==> config.mk <==
export PLATFORM = sky130hd
export DESIGN_NAME = utf8_to_ascii_folder_top_flat
export DESIGN_NICKNAME = d
export VERILOG_FILES = /design/src/utfa_pkg.sv /design/src/utfa_if.sv /design/src/utfa_decode.sv /design/src/utf8_to_ascii_folder_top.sv /design/src/flat_wrapper.sv
export SDC_FILE = /design/constraint.sdc
export NUM_CORES = 1
export LEC_CHECK = 0
export ABC_AREA = 1
export CORE_ASPECT_RATIO = 0.7
export CORE_UTILIZATION = 64
export DETAILED_ROUTE_END_ITERATION = 12
export DONT_BUFFER_PORTS = 1
export GPL_TIMING_DRIVEN = 0
export PLACE_DENSITY = 0.85
export RECOVER_POWER = 50
export SYNTH_ARGS = -nofsm -noshare
export SYNTH_HDL_FRONTEND = slang
export SYNTH_SLANG_ARGS = --single-unit
==> constraint.sdc <==
create_clock -name clk_i -period 5.2 [get_ports clk_i]
set_input_delay 0.52 -clock clk_i [delete_from_list [all_inputs] [get_ports clk_i]]
set_output_delay 0.52 -clock clk_i [all_outputs]
set_load 0.02 [all_outputs]
==> src/utfa_pkg.sv <==
// Shared types, constants and the code point folding function of the UTF-8 to ASCII folder.
`timescale 1ns / 1ps
`default_nettype none
package utfa_pkg;

  localparam int unsigned BYTE_W  = 8;
  localparam int unsigned CHAR_W  = 7;
  localparam int unsigned CP_W    = 21;
  localparam int unsigned LIMIT_W = 10;
  localparam int unsigned RUN_MAX = 4;
  localparam int unsigned RUN_CW  = 3;

  localparam logic [LIMIT_W-1:0] LIMIT_RESET = 10'd255;

  typedef logic [CHAR_W-1:0] chr_t;

  localparam chr_t CH_NUL   = 7'h00;
  localparam chr_t CH_SPACE = 7'h20;
  localparam chr_t CH_DQUOT = 7'h22;
  localparam chr_t CH_APOS  = 7'h27;
  localparam chr_t CH_DASH  = 7'h2D;
  localparam chr_t CH_DOT   = 7'h2E;
  localparam chr_t CH_QMARK = 7'h3F;

  localparam logic [CP_W-1:0] CP_EN_DASH  = 21'h2013;
  localparam logic [CP_W-1:0] CP_EM_DASH  = 21'h2014;
  localparam logic [CP_W-1:0] CP_LSQUO    = 21'h2018;
  localparam logic [CP_W-1:0] CP_RSQUO    = 21'h2019;
  localparam logic [CP_W-1:0] CP_LDQUO    = 21'h201C;
  localparam logic [CP_W-1:0] CP_RDQUO    = 21'h201D;
  localparam logic [CP_W-1:0] CP_ELLIPSIS = 21'h2026;
  localparam logic [CP_W-1:0] CP_NBSP     = 21'h00A0;
  localparam logic [CP_W-1:0] CP_PRINT_LO = 21'h20;
  localparam logic [CP_W-1:0] CP_PRINT_HI = 21'h7E;

  // Characters caused by one byte, first character at index 0.
  typedef struct packed {
    chr_t [RUN_MAX-1:0] chars;
    logic [RUN_CW-1:0]  cnt;
    logic               term;
  } run_t;

  typedef struct packed {
    chr_t ch;
    logic dots;
  } fold_t;

  function automatic fold_t fold_cp(input logic [CP_W-1:0] cp);
    fold_t f;
    f.dots = 1'b0;
    if (cp inside {CP_EN_DASH, CP_EM_DASH}) begin
      f.ch = CH_DASH;
    end else if (cp inside {CP_LSQUO, CP_RSQUO}) begin
      f.ch = CH_APOS;
    end else if (cp inside {CP_LDQUO, CP_RDQUO}) begin
      f.ch = CH_DQUOT;
    end else if (cp == CP_ELLIPSIS) begin
      f.ch   = CH_DOT;
      f.dots = 1'b1;
    end else if (cp == CP_NBSP) begin
      f.ch = CH_SPACE;
    end else if (cp inside {[CP_PRINT_LO:CP_PRINT_HI]}) begin
      f.ch = cp[CHAR_W-1:0];
    end else begin
      f.ch = CH_QMARK;
    end
    return f;
  endfunction

endpackage
`default_nettype wire

==> src/utfa_if.sv <==
// Handshake interfaces for the byte input channel and the character result channel.
`timescale 1ns / 1ps
`default_nettype none
interface utfa_byte_if;
  import utfa_pkg::*;
  logic              valid;
  logic              ready;
  logic [BYTE_W-1:0] text_byte;
  modport source (output valid, output text_byte, input ready);
  modport sink (input valid, input text_byte, output ready);
endinterface

interface utfa_char_if;
  import utfa_pkg::*;
  logic              valid;
  logic              ready;
  logic [CHAR_W-1:0] out_char;
  logic              run_last;
  logic              string_end;
  modport source (output valid, output out_char, output run_last, output string_end,
                  input ready);
  modport sink (input valid, input out_char, input run_last, input string_end,
                output ready);
endinterface
`default_nettype wire

==> src/utfa_decode.sv <==
// Sequence decoder state, output limit register and the per-byte character run logic.
`timescale 1ns / 1ps
`default_nettype none
module utfa_decode (
  input  wire logic                            clk_i,
  input  wire logic                            rst_ni,
  input  wire logic                            accept_i,
  input  wire logic [utfa_pkg::BYTE_W-1:0]     byte_i,
  input  wire logic                            cfg_we_i,
  input  wire logic [utfa_pkg::LIMIT_W-1:0]    cfg_wdata_i,
  output utfa_pkg::run_t                       run_o
);
  import utfa_pkg::*;

  logic [CP_W-1:0]    pc_q, pc_d;
  logic [1:0]         wanted_q, wanted_d;
  logic [1:0]         taken_q, taken_d;
  logic [LIMIT_W-1:0] count_q, count_d;
  logic [LIMIT_W-1:0] limit_q;

  logic               pend, cont, term;
  logic [CP_W-1:0]    pc_shift;
  logic [1:0]         flush_n;
  logic [1:0]         body_n;
  chr_t               body_ch;
  fold_t              f_seq, f_byte;
  logic [RUN_CW-1:0]  raw_n, emit_n;
  logic [LIMIT_W-1:0] room;

  assign pend     = (wanted_q != 2'd0);
  assign cont     = (byte_i[7:6] == 2'b10);
  assign pc_shift = {pc_q[CP_W-7:0], byte_i[5:0]};
  assign f_seq    = fold_cp(pc_shift);
  assign f_byte   = fold_cp({{(CP_W-BYTE_W){1'b0}}, byte_i});

  always_comb begin
    pc_d     = pc_q;
    wanted_d = wanted_q;
    taken_d  = taken_q;
    flush_n  = 2'd0;
    body_n   = 2'd0;
    body_ch  = CH_QMARK;
    term     = 1'b0;
    if (pend && cont) begin
      pc_d     = pc_shift;
      taken_d  = taken_q + 2'd1;
      wanted_d = wanted_q - 2'd1;
      if (wanted_q == 2'd1) begin
        pc_d    = '0;
        taken_d = 2'd0;
        body_ch = f_seq.ch;
        body_n  = f_seq.dots ? 2'd3 : 2'd1;
      end
    end else begin
      // A broken sequence flushes one '?' per byte taken, then the byte starts afresh.
      if (pend) begin
        flush_n = taken_q;
      end
      pc_d     = '0;
      wanted_d = 2'd0;
      taken_d  = 2'd0;
      if (byte_i == '0) begin
        term = 1'b1;
      end else if (byte_i[7] == 1'b0) begin
        body_ch = f_byte.ch;
        body_n  = 2'd1;
      end else if (byte_i[7:5] == 3'b110) begin
        pc_d     = {{(CP_W-5){1'b0}}, byte_i[4:0]};
        wanted_d = 2'd1;
        taken_d  = 2'd1;
      end else if (byte_i[7:4] == 4'b1110) begin
        pc_d     = {{(CP_W-4){1'b0}}, byte_i[3:0]};
        wanted_d = 2'd2;
        taken_d  = 2'd1;
      end else if (byte_i[7:3] == 5'b11110) begin
        pc_d     = {{(CP_W-3){1'b0}}, byte_i[2:0]};
        wanted_d = 2'd3;
        taken_d  = 2'd1;
      end else begin
        body_ch = CH_QMARK;
        body_n  = 2'd1;
      end
    end
  end

  assign raw_n = {1'b0, flush_n} + {1'b0, body_n};
  assign room  = (count_q < limit_q) ? (limit_q - count_q) : '0;

  always_comb begin
    if (room < LIMIT_W'(raw_n)) begin
      emit_n = room[RUN_CW-1:0];
    end else begin
      emit_n = raw_n;
    end
    // Flushed marks come first; only an ellipsis has more than one body character.
    for (int i = 0; i < RUN_MAX; i++) begin
      if (RUN_CW'(i) < {1'b0, flush_n}) begin
        run_o.chars[i] = CH_QMARK;
      end else if (RUN_CW'(i) == {1'b0, flush_n}) begin
        run_o.chars[i] = body_ch;
      end else begin
        run_o.chars[i] = CH_DOT;
      end
      if (term && (RUN_CW'(i) == emit_n)) begin
        run_o.chars[i] = CH_NUL;
      end
    end
    run_o.cnt  = emit_n + {{(RUN_CW-1){1'b0}}, term};
    run_o.term = term;
    count_d    = term ? '0 : (count_q + LIMIT_W'(emit_n));
  end

  always_ff @(posedge clk_i or negedge rst_ni) begin
    if (!rst_ni) begin
      pc_q     <= '0;
      wanted_q <= 2'd0;
      taken_q  <= 2'd0;
      count_q  <= '0;
    end else if (accept_i) begin
      pc_q     <= pc_d;
      wanted_q <= wanted_d;
      taken_q  <= taken_d;
      count_q  <= count_d;
    end
  end

  always_ff @(posedge clk_i or negedge rst_ni) begin
    if (!rst_ni) begin
      limit_q <= LIMIT_RESET;
    end else if (cfg_we_i) begin
      limit_q <= cfg_wdata_i;
    end
  end

endmodule
`default_nettype wire

==> src/utf8_to_ascii_folder_top.sv <==
// Top level of the UTF-8 to printable ASCII folder: byte decoder and result run buffer.
//
// text_i takes one UTF-8 byte per item; char_o gives one ASCII character per item,
// with run_last marking the last character caused by a byte and string_end marking
// the terminator that a zero byte produces. The user must write the output limit
// register through cfg_we_i / cfg_wdata_i only while the block is idle; the block
// itself does not enforce this. The limit resets to 255. A byte is decoded in the
// cycle it is accepted and its characters are loaded into a four-entry run buffer,
// so the first character appears in the cycle after accept. A new byte is accepted
// in the same cycle that the last buffered character is taken. A byte causing n
// characters occupies the buffer until its last character is taken; n is at most
// four, for a broken sequence followed by a character or a terminator. A byte that
// causes no character leaves the buffer empty. When the receiver stalls, the
// buffered character holds and text_i.ready drops until the last character of the
// run is taken. Reset clears the pending sequence, the per-string count and the buffer.
`timescale 1ns / 1ps
`default_nettype none
module utf8_to_ascii_folder_top (
  input  wire logic                         clk_i,
  input  wire logic                         rst_ni,
  utfa_byte_if.sink                         text_i,
  utfa_char_if.source                       char_o,
  input  wire logic                         cfg_we_i,
  input  wire logic [utfa_pkg::LIMIT_W-1:0] cfg_wdata_i
);
  import utfa_pkg::*;

  run_t               run;
  logic               accept, take;
  chr_t [RUN_MAX-1:0] chars_q;
  logic [RUN_CW-1:0]  n_q;
  logic               term_q;

  assign take         = char_o.valid && char_o.ready;
  assign text_i.ready = (n_q == '0) || ((n_q == RUN_CW'(1)) && char_o.ready);
  assign accept       = text_i.valid && text_i.ready;

  utfa_decode u_dec (
    .clk_i       (clk_i),
    .rst_ni      (rst_ni),
    .accept_i    (accept),
    .byte_i      (text_i.text_byte),
    .cfg_we_i    (cfg_we_i),
    .cfg_wdata_i (cfg_wdata_i),
    .run_o       (run)
  );

  always_ff @(posedge clk_i or negedge rst_ni) begin
    if (!rst_ni) begin
      n_q <= '0;
    end else if (accept) begin
      n_q <= run.cnt;
    end else if (take) begin
      n_q <= n_q - RUN_CW'(1);
    end
  end

  // The head of the buffer is always the character on offer.
  always_ff @(posedge clk_i) begin
    if (accept) begin
      chars_q <= run.chars;
      term_q  <= run.term;
    end else if (take) begin
      for (int i = 0; i < RUN_MAX - 1; i++) begin
        chars_q[i] <= chars_q[i+1];
      end
    end
  end

  assign char_o.valid      = (n_q != '0);
  assign char_o.out_char   = chars_q[0];
  assign char_o.run_last   = (n_q == RUN_CW'(1));
  assign char_o.string_end = term_q && (n_q == RUN_CW'(1));

endmodule
`default_nettype wire

==> src/flat_wrapper.sv <==
// flat-port wrapper written by rule: the top's interface ports become plain ports
module utf8_to_ascii_folder_top_flat import utfa_pkg::*;
  (clk_i, rst_ni, cfg_we_i, cfg_wdata_i, text_i_valid, text_i_text_byte, text_i_ready, char_o_valid, char_o_out_char, char_o_run_last, char_o_string_end, char_o_ready);
  utfa_byte_if text_i_i ();
  utfa_char_if char_o_i ();
  input  wire logic clk_i;
  input  wire logic rst_ni;
  input  wire logic cfg_we_i;
  input  wire logic [utfa_pkg::LIMIT_W-1:0] cfg_wdata_i;
  input wire logic [$bits(text_i_i.valid)-1:0] text_i_valid;
  input wire logic [$bits(text_i_i.text_byte)-1:0] text_i_text_byte;
  output wire logic [$bits(text_i_i.ready)-1:0] text_i_ready;
  output wire logic [$bits(char_o_i.valid)-1:0] char_o_valid;
  output wire logic [$bits(char_o_i.out_char)-1:0] char_o_out_char;
  output wire logic [$bits(char_o_i.run_last)-1:0] char_o_run_last;
  output wire logic [$bits(char_o_i.string_end)-1:0] char_o_string_end;
  input wire logic [$bits(char_o_i.ready)-1:0] char_o_ready;
  assign text_i_i.valid = text_i_valid;
  assign text_i_i.text_byte = text_i_text_byte;
  assign text_i_ready = text_i_i.ready;
  assign char_o_valid = char_o_i.valid;
  assign char_o_out_char = char_o_i.out_char;
  assign char_o_run_last = char_o_i.run_last;
  assign char_o_string_end = char_o_i.string_end;
  assign char_o_i.ready = char_o_ready;
  utf8_to_ascii_folder_top u_core (.clk_i(clk_i), .rst_ni(rst_ni), .text_i(text_i_i), .char_o(char_o_i), .cfg_we_i(cfg_we_i), .cfg_wdata_i(cfg_wdata_i));
endmodule
=== Word level (Yosys, flattened, before mapping) ===
Cells that the tools add are included.

* Output and inout bits: 11
* Register bits: 71

* Multiplexer cells: 65
* Equality and inequality tests: 21
* Add/sub/neg operators: 7
* Reductions and logical operators: 23
* Magnitude comparators: 9
* Bitwise operators: 1

{| class="wikitable"
|+ Operator list
! operator !! count
|-
| == test 21 x 14 -> 1 bit (second input constant) || 7
|-
| two-way mux 7 bit || 21
|-
| two-way mux 21 bit || 2
|-
| two-way mux 15 bit || 2
|-
| two-way mux 2 bit || 13
|-
| == test 21 x 8 -> 1 bit (second input constant) || 1
|-
| greater-or-equal comparator 21 x 6 -> 1 bit (second input constant) || 1
|-
| <= comparator 21 x 7 -> 1 bit (second input constant) || 1
|-
| two-way mux 10 bit || 2
|-
| two-way mux 1 bit || 16
|-
| two-way mux 5 bit || 3
|-
| two-way mux 3 bit || 4
|-
| logical AND 1 bit || 11
|-
| adder 10 x 3 -> 10 bit || 1
|-
| < comparator 10 bit || 1
|-
| < comparator 10 x 3 -> 1 bit || 1
|-
| nonzero test 2 bit || 5
|-
| subtractor 10 bit || 1
|-
| == test 8 bit (second input constant) || 1
|-
| greater-or-equal comparator 8 x 6 -> 1 bit (second input constant) || 1
|-
| <= comparator 8 x 7 -> 1 bit (second input constant) || 1
|-
| zero test 8 bit || 1
|-
| == test 2 x 3 -> 1 bit (first input constant) || 2
|-
| zero test 3 bit || 2
|-
| other kinds (23) || 25
|}

=== Longest topological paths before layout ===
Gate-level depths: netlist of run 1.

* Depth after elaboration: 15
* Depth in mapped cells: 30
* Depth with buffers taken out: 30

=== By module ===
Synthesis of run 1 repeated with hierarchy kept, for this count alone.

* Cell total of the unflattened synthesis: 677
* Area total of the unflattened synthesis: 5037.3 um^2

{| class="wikitable"
|+ Modules (own cells, without submodules)
! module !! instances !! area an instance (um^2) !! cells each
|-
| utfa_decode || 1 || 3517.1 || 535
|-
| utf8_to_ascii_folder_top || 1 || 1520.2 || 142
|}

=== Worst setup path after synthesis of run 1 ===
Ideal clock, no wire load.

* Path kind: input-to-reg
* From: input text_i_text_byte[5]
* To: register u_core.u_dec.count_q[6]
* Buffers on the path: 1
* Path slack: 1.412 ns
* Setup time: 0.126 ns
* Arrival: 3.662 ns
* Stages on the path: 26
* Required time: 5.074 ns
* Cell sequence: buf_2 nand2_1 inv_1 nand4_1 o21ai_0 nor2_1 a21oi_1 nor2_1 ha_1 ha_1 inv_1 ha_1 nand2_1 nand2_2 nand2_4 nand3_4 nand2_4 nand2_2 ha_1 fa_1 a21oi_1 nor2_1 nand2_1 inv_1 o21ai_0 a21oi_1

* Longest elaborated chain between the ends: 13
* Elaborated cells on any way between the ends: 33

{| class="wikitable"
|+ RTL lines
! item !! RTL line !! RTL
|-
| start, declared || flat_wrapper.sv:11 || <nowiki>input wire logic [$bits(text_i_i.text_byte)-1:0] text_i_text_byte;</nowiki>
|-
| == test 21 x 14 -> 1 bit (on tied branches) || utfa_pkg.sv:57, utfa_pkg.sv:55 ||
|-
| two-way mux 1 bit / nonzero test 2 bit (equally long branches) || utfa_pkg.sv:57, utfa_pkg.sv:55 ||
|-
| two-way mux 1 bit || utfa_pkg.sv:55 || <nowiki>end else if (cp inside {CP_LDQUO, CP_RDQUO}) begin</nowiki>
|-
| two-way mux 1 bit || utfa_pkg.sv:53 || <nowiki>end else if (cp inside {CP_LSQUO, CP_RSQUO}) begin</nowiki>
|-
| two-way mux 1 bit || utfa_pkg.sv:51 || <nowiki>if (cp inside {CP_EN_DASH, CP_EM_DASH}) begin</nowiki>
|-
| two-way mux 2 bit || utfa_decode.sv:52 || <nowiki>body_n = f_seq.dots ? 2'd3 : 2'd1;</nowiki>
|-
| two-way mux 2 bit || utfa_decode.sv:48 || <nowiki>if (wanted_q == 2'd1) begin</nowiki>
|-
| two-way mux 2 bit || utfa_decode.sv:44 || <nowiki>if (pend && cont) begin</nowiki>
|-
| adder 2 x 2 -> 3 bit || utfa_decode.sv:86 || <nowiki>assign raw_n = {1'b0, flush_n} + {1'b0, body_n};</nowiki>
|-
| < comparator 10 x 3 -> 1 bit || utfa_decode.sv:90 || <nowiki>if (room < LIMIT_W'(raw_n)) begin</nowiki>
|-
| two-way mux 3 bit || utfa_decode.sv:90 ||
|-
| adder 10 x 3 -> 10 bit || utfa_decode.sv:110 || <nowiki>count_d = term ? '0 : (count_q + LIMIT_W'(emit_n));</nowiki>
|-
| two-way mux 10 bit (*) || utfa_decode.sv:110 ||
|-
| end signal, assigned || utfa_decode.sv:123 || <nowiki>count_q <= count_d;</nowiki>
|-
| end, declared || utfa_decode.sv:18 || <nowiki>logic [LIMIT_W-1:0] count_q, count_d;</nowiki>
|}

Every way passes the cells marked *; elsewhere a longest branch is shown, timed or not.
A chain may end at the register's enable or synchronous reset.

=== Final worst setup path of run 1 ===
* From: input text_i_text_byte[5]
* To: register u_core.u_dec.count_q[6]

* Elaborated cells on any way between the ends: 33

{| class="wikitable"
|+ RTL lines
! item !! RTL line !! RTL
|-
| zero test 8 bit || utfa_decode.sv:62 || <nowiki>if (byte_i == '0) begin</nowiki>
|-
| two-way mux 1 bit || utfa_decode.sv:62 ||
|-
| two-way mux 1 bit || utfa_decode.sv:44 ||
|-
| named net u_core.u_dec.term || utfa_decode.sv:21 || <nowiki>logic pend, cont, term;</nowiki>
|-
| two-way mux 10 bit || utfa_decode.sv:110 ||
|}

The timed path passes the listed nets, and every way through them passes these cells.

==> key figures, run 1 <==
Run status
  • Status: finished with violations
  • Failing checks: max-capacitance violations, max-slew violations

Clock network
  • TritonCTS clock tree: done
  • Setup Fix Bufs, Post-CTS: 0
  • Skew-Pair Late Insertion Delay: 360 ps
  • Sink Count: 71
  • CTS Buffer Depth: 2
  • H-Tree Depth: 3
  • CTS Buf Count: 9
  • Clock slew seen by the registers of the worst setup and hold paths: 70 ps
  • Root buffer cell: clkbuf_8
  • CTS resizes: 0
  • Hold Buf Count CTS: 2

Critical path
  • Worst EP arrival: 4650 ps
  • Reg2reg end: u_core.u_dec.count_q[6]
  • R2r worst-path depth: 25
  • Critical path capture point type: flop
  • Startpoint Class: primary input
  • Worst EP required: 5430 ps
  • Max FO, Critical Path: 9
  • Worst r2r src: u_core.u_dec.wanted_q[0]
  • R2r setup slk: 790 ps
  • Kind of critical path: primary input to flop

Floorplan
  • DIE AREA: 7870 um^2
  • Starting Density: 66.0%
  • Chip Height: 74.5 um
  • # rows: 26
  • Core Area: 7290 um^2
  • Die X: 106 um
  • Ports: 34

Synthesis
  • Register area share after synthesis: 40.2%
  • Synth Area per Inst: 7.75 um^2
  • Yosys warnings: 0
  • Number of synthesized register bits: 71
  • Library cells used by synthesis: 48
  • Synthesized area: 4810 um^2
  • Syn Inst Count: 620
  • Syn_nets: 668
  • Ys flop type: dfrtp_1
  • Share of synthesized registers carrying an async set or reset: 59.2%
  • Post-synth EDFFs: 29

Power and ir drop
  • Clock share of power: 17.9%
  • Switching pwr: 1230 uW
  • Switch share: 45.4%
  • P_int: 1480 uW
  • Pwr dens: 529 nW/um^2
  • VDD IR-drop max: 0.000250 V
  • Gate power share: 49.3%
  • Sequential share of power: 32.8%
  • Leak Pwr: 0.00247 uW

Detailed routing
  • Via Count: 4294
  • TritonRoute pass-1 iters: 5
  • Final wirelength: 11600 um
  • Via density: 5.83
  • Routed len/inst: 15.8 um
  • Initial DRC Count: 364
  • Antenna-violating nets left: 0
  • Post-route DRC: 0

Layout
  • Fillers: 579
  • Fin area: 5130 um^2
  • Most common cell after layout, fill and taps aside: nand2_1
  • Area Growth Syn to Fin: 6.66%
  • N_diodes: 0
  • Nets: 681
  • Commonest non-fill, non-tap cells in the layout: 166 x nand2_1, 92 x inv_1, 49 x nor2_1
  • Layout cells sized above 1: 12.2%

Global route
  • GRT Total Usage: 31.9%
  • Initial antenna violation count: 0
  • Vias in the first global route: 4058
  • Grt total ovfl: 0
  • First-pass GRT wire length: 19200 um
  • Largest net degree at the start of global routing: 39

Placement
  • I/O Buffers: 0
  • DPL Wire Length: 8750 um
  • DP Area: 4930 um^2
  • Placer Congestion: 0.989

Timing
  • Minimum clock period: 4420 ps
  • RSZ-0062 raised after global routing: false
  • Final setup TNS: 0 ps
  • Max-slew violations: 39
  • Tcrit/Tclk final: 85.1%
  • Slew Limit Headroom: -41.2%
  • Worst Skew: 14.1 ps
  • Max Clk Rate: 226 MHz
  • Worst-Margin Slew: 2120 ps
  • # setup viols final: 0
  • Final hold vios: 0

Min path
  • Worst hold path class: primary input to asynchronous set/reset pin

Flow run
  • Number of max-cap violations: 1
## metal layers
| layer | GRT usage [%] | share of wire [%] | routed length [um] | vias to the layer above |
|---|---|---|---|---|
| met5 | 0 | 0 | 0 | - |
| met4 | 13.4 | 2.1 | 248 | 0 |
| met3 | 6.84 | 9.2 | 1070 | 34 |
| met2 | 52.3 | 45 | 5250 | 246 |
| met1 | 41.8 | 44 | 5070 | 1985 |
| li1 | - | - | - | 2029 |
## sequential cells by signal, indices dropped and copies added (netlist names)
signal                  cells
u_core.term_q               1
u_core.u_dec.limit_q       10
u_core.n_q                  3
u_core.u_dec.count_q       10
u_core.u_dec.wanted_q       2
u_core.u_dec.taken_q        2
u_core.char_o.out_char      7
u_core.chars_q             21
u_core.u_dec.pc_q          15
## worst max path at each step
stage | from | to | slack (ps) | depth (start not counted)
6_report | text_i_text_byte[5] | u_core.u_dec.count_q[6] | 780 | 23
4_1_cts | u_core.u_dec.wanted_q[0] | u_core.u_dec.count_q[6] | 870 | 25
3_3_place_gp | text_i_text_byte[5] | u_core.u_dec.count_q[6] | 920 | 26
5_1_grt | text_i_text_byte[5] | u_core.u_dec.count_q[6] | 440 | 23
2_1_floorplan | text_i_text_byte[5] | u_core.u_dec.count_q[6] | 1410 | 26
3_5_place_dp | text_i_text_byte[7] | u_core.u_dec.count_q[6] | 820 | 24
## worst max-delay path, cell delays in order
cell,delay (ps)
buf_2,160
clkinv_1,80
nand2_1,70
nor4_1,980
nor2_1,130
ha_1,230
ha_1,290
inv_1,60
ha_1,270
nand2_1,80
nand2_2,70
nand2_4,90
nand3_4,110
nand2_4,100
nand2_2,90
ha_1,230
fa_1,410
a21oi_1,190
nor2_1,80
nand2_1,100
inv_1,80
o21ai_0,190
a21oi_1,60
## through the flow
step | setup slack [ps] | std cells | total power, uW | util (%) | hold slack, ps
CTS | 873 | 736 | 2710 | 71.0 | 3.55
floorplan | 1410 | 620 | 1920 | - | 224
global route | 444 | 736 | 2910 | 70.4 | -0.129
global placement | 917 | 718 | 2130 | 67.7 | 225
detailed placement | 816 | 718 | 2210 | 67.7 | 225
finish | 775 | 736 | 2710 | 70.4 | 10.4
## cell usage after synthesis (4+ instances only)
cell | count | share of area, %
dfstp_2 | 8 | 4.4
edfxtp_1 | 29 | 18
o211ai_1 | 4 | 0.62
ha_1 | 23 | 6.0
o22ai_1 | 7 | 0.91
clkbuf_1 | 7 | 0.55
nor2_1 | 49 | 3.8
inv_2 | 4 | 0.31
a21oi_1 | 22 | 2.3
o21ai_1 | 6 | 0.62
nand4_1 | 9 | 1.2
buf_4 | 7 | 1.1
a22oi_1 | 5 | 0.78
o21ai_0 | 36 | 3.7
nand2_1 | 166 | 13
dfrtp_1 | 34 | 18
inv_1 | 92 | 7.2
nand3_1 | 30 | 3.1
nand2_2 | 14 | 1.8
nor2_2 | 5 | 0.65
nor3_1 | 8 | 0.83
nand2_4 | 7 | 1.6
mux2_2 | 9 | 2.1
## power groups by stage
stage | combinational (uW) | clock (uW) | sequential, uW
5_1_grt | 1500 | 507 | 905
4_1_cts | 1340 | 482 | 888
3_5_place_dp | 1310 | 0 | 899
6_report | 1340 | 485 | 889
3_3_place_gp | 1250 | 0 | 887
2_1_floorplan | 1050 | 0 | 870
## cell type report
cell class / instances / area (um^2) / share of cell area [%]
multi-input combinational: 432 / 2390 / 46.7
sequential: 71 / 1930 / 37.7
inverter: 100 / 378 / 7.37
clock buffer: 12 / 166 / 3.25
tap: 98 / 123 / 2.39
buffer: 17 / 71.3 / 1.39
clock inverter: 4 / 50.0 / 0.976
timing repair buffer: 2 / 13.8 / 0.268
## logic make-up (layout without fill, tap and decap cells)
family          Yosys count  after routing  synth area share, %
compound gates           91             91                 11.2
xor+xnor                  3              3                0.547
fa+ha+maj                25             25                 6.82
buf+inv                 117            135                 9.89
flops                    71             71                 40.2
mux                       9              9                 2.11
simple gates            304            304                 29.2
(Power assumes the default switching activity.)
==> run 2: changes to the inputs <==
--- a/config.mk
+++ b/config.mk
@@ -5,13 +5,12 @@
 export SDC_FILE = /design/constraint.sdc
 export NUM_CORES = 1
 export LEC_CHECK = 0
-export ABC_AREA = 1
 export CORE_ASPECT_RATIO = 0.7
-export CORE_UTILIZATION = 64
+export CORE_UTILIZATION = 25
 export DETAILED_ROUTE_END_ITERATION = 12
 export DONT_BUFFER_PORTS = 1
 export GPL_TIMING_DRIVEN = 0
-export PLACE_DENSITY = 0.85
+export PLACE_DENSITY = 0.43
 export RECOVER_POWER = 50
 export SYNTH_ARGS = -nofsm -noshare
 export SYNTH_HDL_FRONTEND = slang
==> run 2 against run 1 <==
Net effect: the flow still finishes with violations (max-capacitance violations, max-slew violations); utilization shrank 41 points; worst hold slack gained 3.8 ps; combinational power shrank 31%; wire length increased by 8.2%; critical path depth shrank 1; die area rose by 140%; fmax down 8.5%; via count fell by 13%; area after synthesis decreased by 4.9%; sequential share of layout area decreased by 0.28 points; final cell count increased by 1.4%; largest cell class unchanged; largest power group unchanged.
==> key figures, run 2 <==
Power and ir drop
  • P_int: 1440 uW (was 1480 uW)
  • Leak Pwr: 0.00205 uW (was 0.00247 uW)
  • Pwr dens: 461 nW/um^2 (was 529 nW/um^2)
  • Clock share of power: 26.4% (was 17.9%)
  • Sequential share of power: 35.0% (was 32.8%)
  • Switch share: 39.4% (was 45.4%)
  • Switching pwr: 939 uW (was 1230 uW)
  • VDD IR-drop max: 0.000198 V (was 0.000250 V)
  • Gate power share: 38.6% (was 49.3%)

Layout
  • Nets: 558 (was 681)
  • Fillers: 1849 (was 579)
  • Max reg flops: 21 (unchanged)
  • Layout cells sized above 1: 9.32% (was 12.2%)
  • Area Growth Syn to Fin: 13.0% (was 6.66%)
  • Most flops, register: u_core.chars_q (unchanged)
  • Commonest non-fill, non-tap cells in the layout: 76 x nand2_1, 38 x nor2_1, 34 x o21ai_0, 34 x dfrtp_1 (was 166 x nand2_1, 92 x inv_1, 49 x nor2_1)
  • Core Util, Final: 29.5% (was 70.4%)
  • N_diodes: 0 (unchanged)
  • Sequential Area: 1930 um^2 (unchanged)
  • Largest registers: u_core.chars_q (21), u_core.u_dec.pc_q (15) (unchanged)
  • Most common cell after layout, fill and taps aside: nand2_1 (unchanged)
  • Multi-input gate area: 2450 um^2 (was 2390 um^2)

Synthesis
  • Syn Inst Count: 500 (was 620)
  • Post-synth EDFFs: 29 (unchanged)
  • Ys flop type: dfrtp_1 (unchanged)
  • Synth top area cells: edfxtp_1 19%, dfrtp_1 19%, ha_1 6.3% (was edfxtp_1 18%, dfrtp_1 18%, nand2_1 13%)
  • Synth Area per Inst: 9.14 um^2 (was 7.75 um^2)
  • Number of synthesized register bits: 71 (unchanged)
  • Register area share after synthesis: 42.3% (was 40.2%)
  • Yosys top cell by area: edfxtp_1 (unchanged)
  • Most frequent cell after synthesis: nand2_1 (unchanged)
  • Yosys warnings: 0 (unchanged)
  • Synthesized area: 4570 um^2 (was 4810 um^2)
  • Library cells used by synthesis: 60 (was 48)
  • Yosys top cell area share: 19.1% (was 18.1%)
  • Share of synthesized registers carrying an async set or reset: 59.2% (unchanged)
  • Most common library cells after synthesis: 76 x nand2_1, 39 x nor2_1, 36 x o21ai_0 (was 166 x nand2_1, 92 x inv_1, 49 x nor2_1)
  • Syn_nets: 548 (was 668)

Detailed routing
  • Post-route DRC: 0 (unchanged)
  • TritonRoute pass-1 iters: 5 (unchanged)
  • Final wirelength: 12600 um (was 11600 um)
  • Antenna-violating nets left: 0 (unchanged)
  • Initial DRC Count: 364 (unchanged)
  • Routed len/inst: 16.9 um (was 15.8 um)
  • Via density: 5.02 (was 5.83)
  • Via Count: 3746 (was 4294)

Critical path
  • Worst EP required: 5410 ps (was 5430 ps)
  • Kind of critical path: flop to flop (was primary input to flop)
  • Reg2reg end: u_core.u_dec.count_q[9] (was u_core.u_dec.count_q[6])
  • CP Launch Point: u_core.u_dec.wanted_q[0] (was text_i_text_byte[5])
  • Worst EP arrival: 5050 ps (was 4650 ps)
  • Crit-path cells: inv_1, ha_1, clkbuf_1, nor2_1, nand2_1, nor2_1, o21ai_0, o21ai_0, ha_1, clkbuf_1, nor2_1, a221o_1, or4_1, buf_4, nor4_1, nand2b_1, ha_1, a21oi_1, nor2_2, nand4_1, xnor2_1, nor2_1 (was buf_2, clkinv_1, nand2_1, nor4_1, nor2_1, ha_1, ha_1, inv_1, ha_1, nand2_1, nand2_2, nand2_4, nand3_4, nand2_4, nand2_2, ha_1, fa_1, a21oi_1, nor2_1, nand2_1, inv_1, o21ai_0, a21oi_1)
  • Max FO, Critical Path: 9 (unchanged)
  • R2r worst-path depth: 22 (was 25)
  • Slowest-stage cell, CP: or4_1 (was nor4_1)
  • Crit-path max cell delay: 420 ps (was 980 ps)
  • Worst r2r src: u_core.u_dec.wanted_q[0] (unchanged)
  • Critical path capture point type: flop (unchanged)
  • Crit path to: u_core.u_dec.count_q[9] (was u_core.u_dec.count_q[6])
  • R2r setup slk: 360 ps (was 790 ps)
  • Startpoint Class: flop (was primary input)
  • Most used cell along the critical path: nor2_1 (was ha_1)

Placement
  • DPL Wire Length: 9360 um (was 8750 um)
  • DP Worst Slack: -405 ps (was 816 ps)
  • Placer Congestion: 0.828 (was 0.989)
  • I/O Buffers: 0 (unchanged)

Floorplan
  • Starting Density: 26.1% (was 66.0%)
  • Ports: 34 (unchanged)
  • # rows: 40 (was 26)
  • DIE AREA: 18800 um^2 (was 7870 um^2)
  • Die X: 164 um (was 106 um)
  • Chip Height: 115 um (was 74.5 um)
  • Core Area: 17500 um^2 (was 7290 um^2)

Timing
  • Slew Limit Headroom: -39.4% (was -41.2%)
  • Minimum clock period: 4840 ps (was 4420 ps)
  • Worst-Margin Slew: 2090 ps (was 2120 ps)
  • RSZ-0062 raised after global routing: true (was false)
  • # setup viols final: 0 (unchanged)
  • Final hold vios: 0 (unchanged)
  • Tcrit/Tclk final: 93.0% (was 85.1%)
  • Worst Skew: 8.86 ps (was 14.1 ps)
  • Max Clk Rate: 207 MHz (was 226 MHz)
  • Max-slew violations: 35 (was 39)
  • Post-route worst setup slack: 362 ps (was 775 ps)

Run status
  • Failing checks: max-capacitance violations, max-slew violations (unchanged)
  • Status: finished with violations (unchanged)

Global route
  • First-pass GRT wire length: 19400 um (was 19200 um)
  • Vias in the first global route: 3476 (was 4058)
  • Grt total ovfl: 0 (unchanged)
  • GRT Total Usage: 13.7% (was 31.9%)
  • Initial antenna violation count: 0 (unchanged)
  • Largest net degree at the start of global routing: 35 (was 39)

Min path
  • Worst hold path class: primary input to asynchronous set/reset pin (unchanged)

Clock network
  • CTS Buffer Depth: 2 (unchanged)
  • TritonCTS clock tree: done (unchanged)
  • H-Tree Depth: 3 (unchanged)
  • CTS Buf Count: 9 (unchanged)
  • Root buffer cell: clkbuf_16 (was clkbuf_8)
  • Clock slew seen by the registers of the worst setup and hold paths: 60 ps (was 70 ps)
  • Skew-Pair Late Insertion Delay: 340 ps (was 360 ps)
  • Sink Count: 71 (unchanged)

Flow run
  • Number of max-cap violations: 1 (unchanged)
## run 2: layout make-up
type | instances | area share, %
Clock inverter | 6 | 1.21
Clock buffer | 10 | 4.43
Tap cell | 231 | 5.59
Sequential cell | 71 | 37.4
Timing Repair Buffer | 1 | 0.0727
Buffer | 29 | 2.20
Multi-Input combinational cell | 376 | 47.5
Inverter | 22 | 1.60
## run 2: power by group through the flow
stage / logic [uW] / registers (uW) / clock network [uW]
floorplan: 703 / 816 / 0
global placement: 905 / 838 / 0
detailed placement: 918 / 842 / 0
CTS: 933 / 834 / 639
global route: 1030 / 853 / 662
finish: 920 / 834 / 629
## run 2: worst min-delay path by stage
stage | to | slack, ps
global route | u_core.u_dec.limit_q[4] | 2
floorplan | u_core.n_q[0] | 220
detailed placement | u_core.n_q[0] | 230
finish | u_core.u_dec.limit_q[5] | 10
global placement | u_core.n_q[2] | 230
CTS | u_core.u_dec.limit_q[6] | 6
## run 2: through the flow
step	power (uW)	TNS [ps]	cells	hold WS, ps	area (um^2)
after global routing	2540	-11.8	746	2.21	5170
after global placement	1740	-2560	731	226	4860
final	2380	0	746	14.3	5170
after detailed placement	1760	-2390	731	226	4860
after CTS	2410	0	748	6.06	5180
after floorplan	1520	0	500	224	4570
## run 2: cell families (layout without fill, tap and decap cells)
logic type	Yosys count	after routing	synth area share, %
adder cells (fa/ha/maj)	25	25	7.17
flip-flops	71	71	42.3
XOR/XNOR	14	14	2.68
AND/OR/NAND/NOR	206	206	21.8
AO/OA/AOI/OAI	116	116	17.4
buffers and inverters	53	68	5.04
multiplexers	15	15	3.61
## run 2: what timing repair did
item / CTS / global route
endpoints found under the setup margin: 3 / 9
resized for setup: 2 / 9
hold endpoints to repair: 34 / 0
pin swaps: 0 / 0
hold buffers: 1 / 0
setup buffers: 0 / 0
## run 2: critical path: cells and delay by family (launching register included)
family | cells | cell delay (ps)
and+or+nand+nor | 10 | 1830
AOI/OAI and AO/OA | 4 | 910
buffers and inverters | 4 | 780
adders and majority gates | 3 | 670
DFF | 1 | 370
xor gates and xnor gates | 1 | 130
## run 2: per-layer routing
metal / routed length [um] / global-route usage, % / up-vias
met5: 0 / 0 / -
met1: 7030 / 22.0 / 1808
met3: 673 / 3.35 / 11
met2: 4780 / 17.7 / 98
met4: 102 / 3.15 / 0
li1: - / - / 1829
==> run 3: changes to the inputs <==
--- a/config.mk
+++ b/config.mk
@@ -5,7 +5,7 @@
 export SDC_FILE = /design/constraint.sdc
 export NUM_CORES = 1
 export LEC_CHECK = 0
-export CORE_ASPECT_RATIO = 0.7
+export CORE_ASPECT_RATIO = 0.75
 export CORE_UTILIZATION = 25
 export DETAILED_ROUTE_END_ITERATION = 12
 export DONT_BUFFER_PORTS = 1
==> run 3 against run 2 <==
Net effect: the flow still finishes with violations (max-capacitance violations, max-slew violations); final cell count rose by 1.6%; via count fell by 0.48%; worst hold slack improved by 7.6 ps; die area barely moved; fmax rose by 0.28%; sequential cell count did not move; largest cell class unchanged; combinational power rose by 3.6%.
==> key figures, run 3 (synthesized netlist as in run 2, its figures left out) <==
Layout
  • Layout Cells excl Fill: 758 (was 746)
  • Layout cells sized above 1: 10.1% (was 9.32%)
  • Multi-input gate area: 2460 um^2 (was 2450 um^2)
  • Commonest non-fill, non-tap cells in the layout: 76 x nand2_1, 37 x nor2_1, 34 x dfrtp_1 (was 76 x nand2_1, 38 x nor2_1, 34 x o21ai_0, 34 x dfrtp_1)
  • Core Util, Final: 29.3% (was 29.5%)
  • Sequential Area: 1930 um^2 (unchanged)
  • Most flops, register: u_core.chars_q (unchanged)
  • Nets: 559 (was 558)
  • Max reg flops: 21 (unchanged)
  • N_diodes: 0 (unchanged)
  • Most common cell after layout, fill and taps aside: nand2_1 (unchanged)
  • Area Growth Syn to Fin: 14.0% (was 13.0%)
  • Fillers: 1929 (was 1849)
  • Largest registers: u_core.chars_q (21), u_core.u_dec.pc_q (15) (unchanged)

Floorplan
  • Ports: 34 (unchanged)
  • Starting Density: 25.7% (was 26.1%)
  • Core Area: 17800 um^2 (was 17500 um^2)
  • Chip Height: 119 um (was 115 um)
  • # rows: 42 (was 40)
  • DIE AREA: 18800 um^2 (about the same)
  • Die X: 158 um (was 164 um)

Critical path
  • R2r worst-path depth: 21 (was 22)
  • Worst EP arrival: 5020 ps (was 5050 ps)
  • Worst r2r src: u_core.u_dec.limit_q[0] (was u_core.u_dec.wanted_q[0])
  • Reg2reg end: u_core.u_dec.count_q[6] (was u_core.u_dec.count_q[9])
  • R2r setup slk: 380 ps (was 360 ps)
  • Worst EP required: 5400 ps (was 5410 ps)
  • Kind of critical path: flop to flop (unchanged)
  • CP Launch Point: u_core.u_dec.limit_q[0] (was u_core.u_dec.wanted_q[0])
  • Critical path capture point type: flop (unchanged)
  • Max FO, Critical Path: 7 (was 9)
  • Startpoint Class: flop (unchanged)

Clock network
  • H-Tree Depth: 3 (unchanged)
  • Skew-Pair Late Insertion Delay: 340 ps (about the same)
  • TritonCTS clock tree: done (unchanged)
  • Root buffer cell: clkbuf_16 (unchanged)
  • CTS Buffer Depth: 2 (unchanged)
  • Clock slew seen by the registers of the worst setup and hold paths: 60 ps (about the same)
  • CTS Buf Count: 9 (unchanged)
  • Sink Count: 71 (unchanged)

Global route
  • M1 GR Usage: 21.5% (was 22.0%)
  • First-pass GRT wire length: 19300 um (was 19400 um)
  • Initial antenna violation count: 0 (unchanged)
  • Vias in the first global route: 3533 (was 3476)
  • Grt total ovfl: 0 (unchanged)
  • Met3 GRT Util: 2.91% (was 3.35%)
  • Largest net degree at the start of global routing: 35 (unchanged)
  • Met2 usage: 17.8% (was 17.7%)
  • GRT Total Usage: 13.5% (was 13.7%)
  • GR peak layer: met1 (unchanged)

Power and ir drop
  • Sequential share of power: 34.6% (was 35.0%)
  • Clock share of power: 25.9% (was 26.4%)
  • Switch share: 37.9% (was 39.4%)
  • Pwr dens: 463 nW/um^2 (was 461 nW/um^2)
  • Leak Pwr: 0.00207 uW (was 0.00205 uW)
  • P_int: 1500 uW (was 1440 uW)
  • Switching pwr: 915 uW (was 939 uW)
  • Gate power share: 39.5% (was 38.6%)
  • VDD IR-drop max: 0.000161 V (was 0.000198 V)

Timing
  • # setup viols final: 0 (unchanged)
  • Final setup TNS: 0 ps (unchanged)
  • Max Clk Rate: 207 MHz (about the same)
  • Worst Skew: 7.24 ps (was 8.86 ps)
  • Minimum clock period: 4820 ps (was 4840 ps)
  • Slew Limit Headroom: -36.7% (was -39.4%)
  • Max-slew violations: 35 (unchanged)
  • Tcrit/Tclk final: 92.8% (was 93.0%)
  • Final hold vios: 0 (unchanged)
  • Worst-Margin Slew: 2050 ps (was 2090 ps)

Flow run
  • Number of max-cap violations: 1 (unchanged)

Detailed routing
  • Final wirelength: 12200 um (was 12600 um)
  • Via Count: 3728 (was 3746)
  • Initial DRC Count: 257 (was 364)
  • Post-route DRC: 0 (unchanged)
  • Routed len/inst: 16.1 um (was 16.9 um)
  • Via density: 4.92 (was 5.02)
  • TritonRoute pass-1 iters: 5 (unchanged)
  • Antenna-violating nets left: 0 (unchanged)

Min path
  • Worst hold path class: primary input to asynchronous set/reset pin (unchanged)

Run status
  • Failing checks: max-capacitance violations, max-slew violations (unchanged)
  • Status: finished with violations (unchanged)

Placement
  • Placed Cells: 742 (was 731)
  • Placer Congestion: 0.848 (was 0.828)
  • DPL Wire Length: 9070 um (was 9360 um)
  • I/O Buffers: 0 (unchanged)
## run 3: changes by cell type in the layout (fill, tap and decap cells not counted), sizes merged
cell / change
clkinv: -1
clkbuf: +3
clkinvlp: -2
buf: +2
bufinv: -1
## run 3: repair_timing
action | in CTS | in global routing
hold buffers | 1 | 0
endpoints found under the setup margin | 7 | 10
buffers inserted | 0 | 2
pin swaps | 0 | 1
cloned | 0 | 0
endpoints found under the hold margin | 34 | 0
gates resized for setup | 3 | 12
## run 3: cell type report
type | instances | area share [%]
inverter | 22 | 1.58
clock buffer | 14 | 5.69
tap | 242 | 5.81
clock inverter | 2 | 0.192
multi-input combinational | 376 | 47.2
buffer | 28 | 2.11
sequential | 71 | 37.1
timing repair buffer | 3 | 0.360
## run 3: power by group through the flow
stage / Sequential (uW) / Combinational (uW) / Clock, uW
floorplan: 816 / 703 / 0
global placement: 840 / 898 / 0
detailed placement: 843 / 909 / 0
CTS: 833 / 928 / 645
global route: 854 / 1070 / 669
finish: 834 / 953 / 626
## run 3: worst max-delay path, cell delays in order, from the launching register on
cell	delay, ps
dfstp_2	350
inv_1	70
ha_1	160
inv_1	50
fa_1	460
a21o_1	240
a221oi_1	250
o21ai_1	210
and3_1	260
ha_1	290
a21oi_1	80
a21oi_1	280
o21ai_2	160
o21ai_2	140
mux2_2	410
ha_1	230
fa_1	420
a21oi_1	200
nor2_1	120
nand4_1	140
xnor2_1	120
nor2_1	50
## run 3: worst max path at each step
stage,end,slack [ps],cells after the start
finish,u_core.u_dec.count_q[6],380,21
global route,u_core.u_dec.count_q[8],-10,21
detailed placement,u_core.u_dec.count_q[8],-560,22
floorplan,u_core.u_dec.count_q[6],470,23
CTS,u_core.u_dec.count_q[8],0.7,22
global placement,u_core.u_dec.count_q[9],-490,22
## run 3: metal layers
layer | vias up | part of all wire (%)
met5 | - | 0
met4 | 0 | 0.94
met3 | 14 | 4.3
met2 | 82 | 40
met1 | 1801 | 55
li1 | 1831 | -
## run 3: per-stage QoR
stage / hold slack [ps] / power (uW) / instance area (um^2) / setup slack (ps)
global route: 7.55 / 2590 / 5210 / -13.7
CTS: 9.53 / 2410 / 5210 / 0.719
global placement: 225 / 1740 / 4870 / -494
floorplan: 224 / 1520 / 4570 / 467
finish: 21.9 / 2410 / 5210 / 376
detailed placement: 225 / 1750 / 4870 / -564
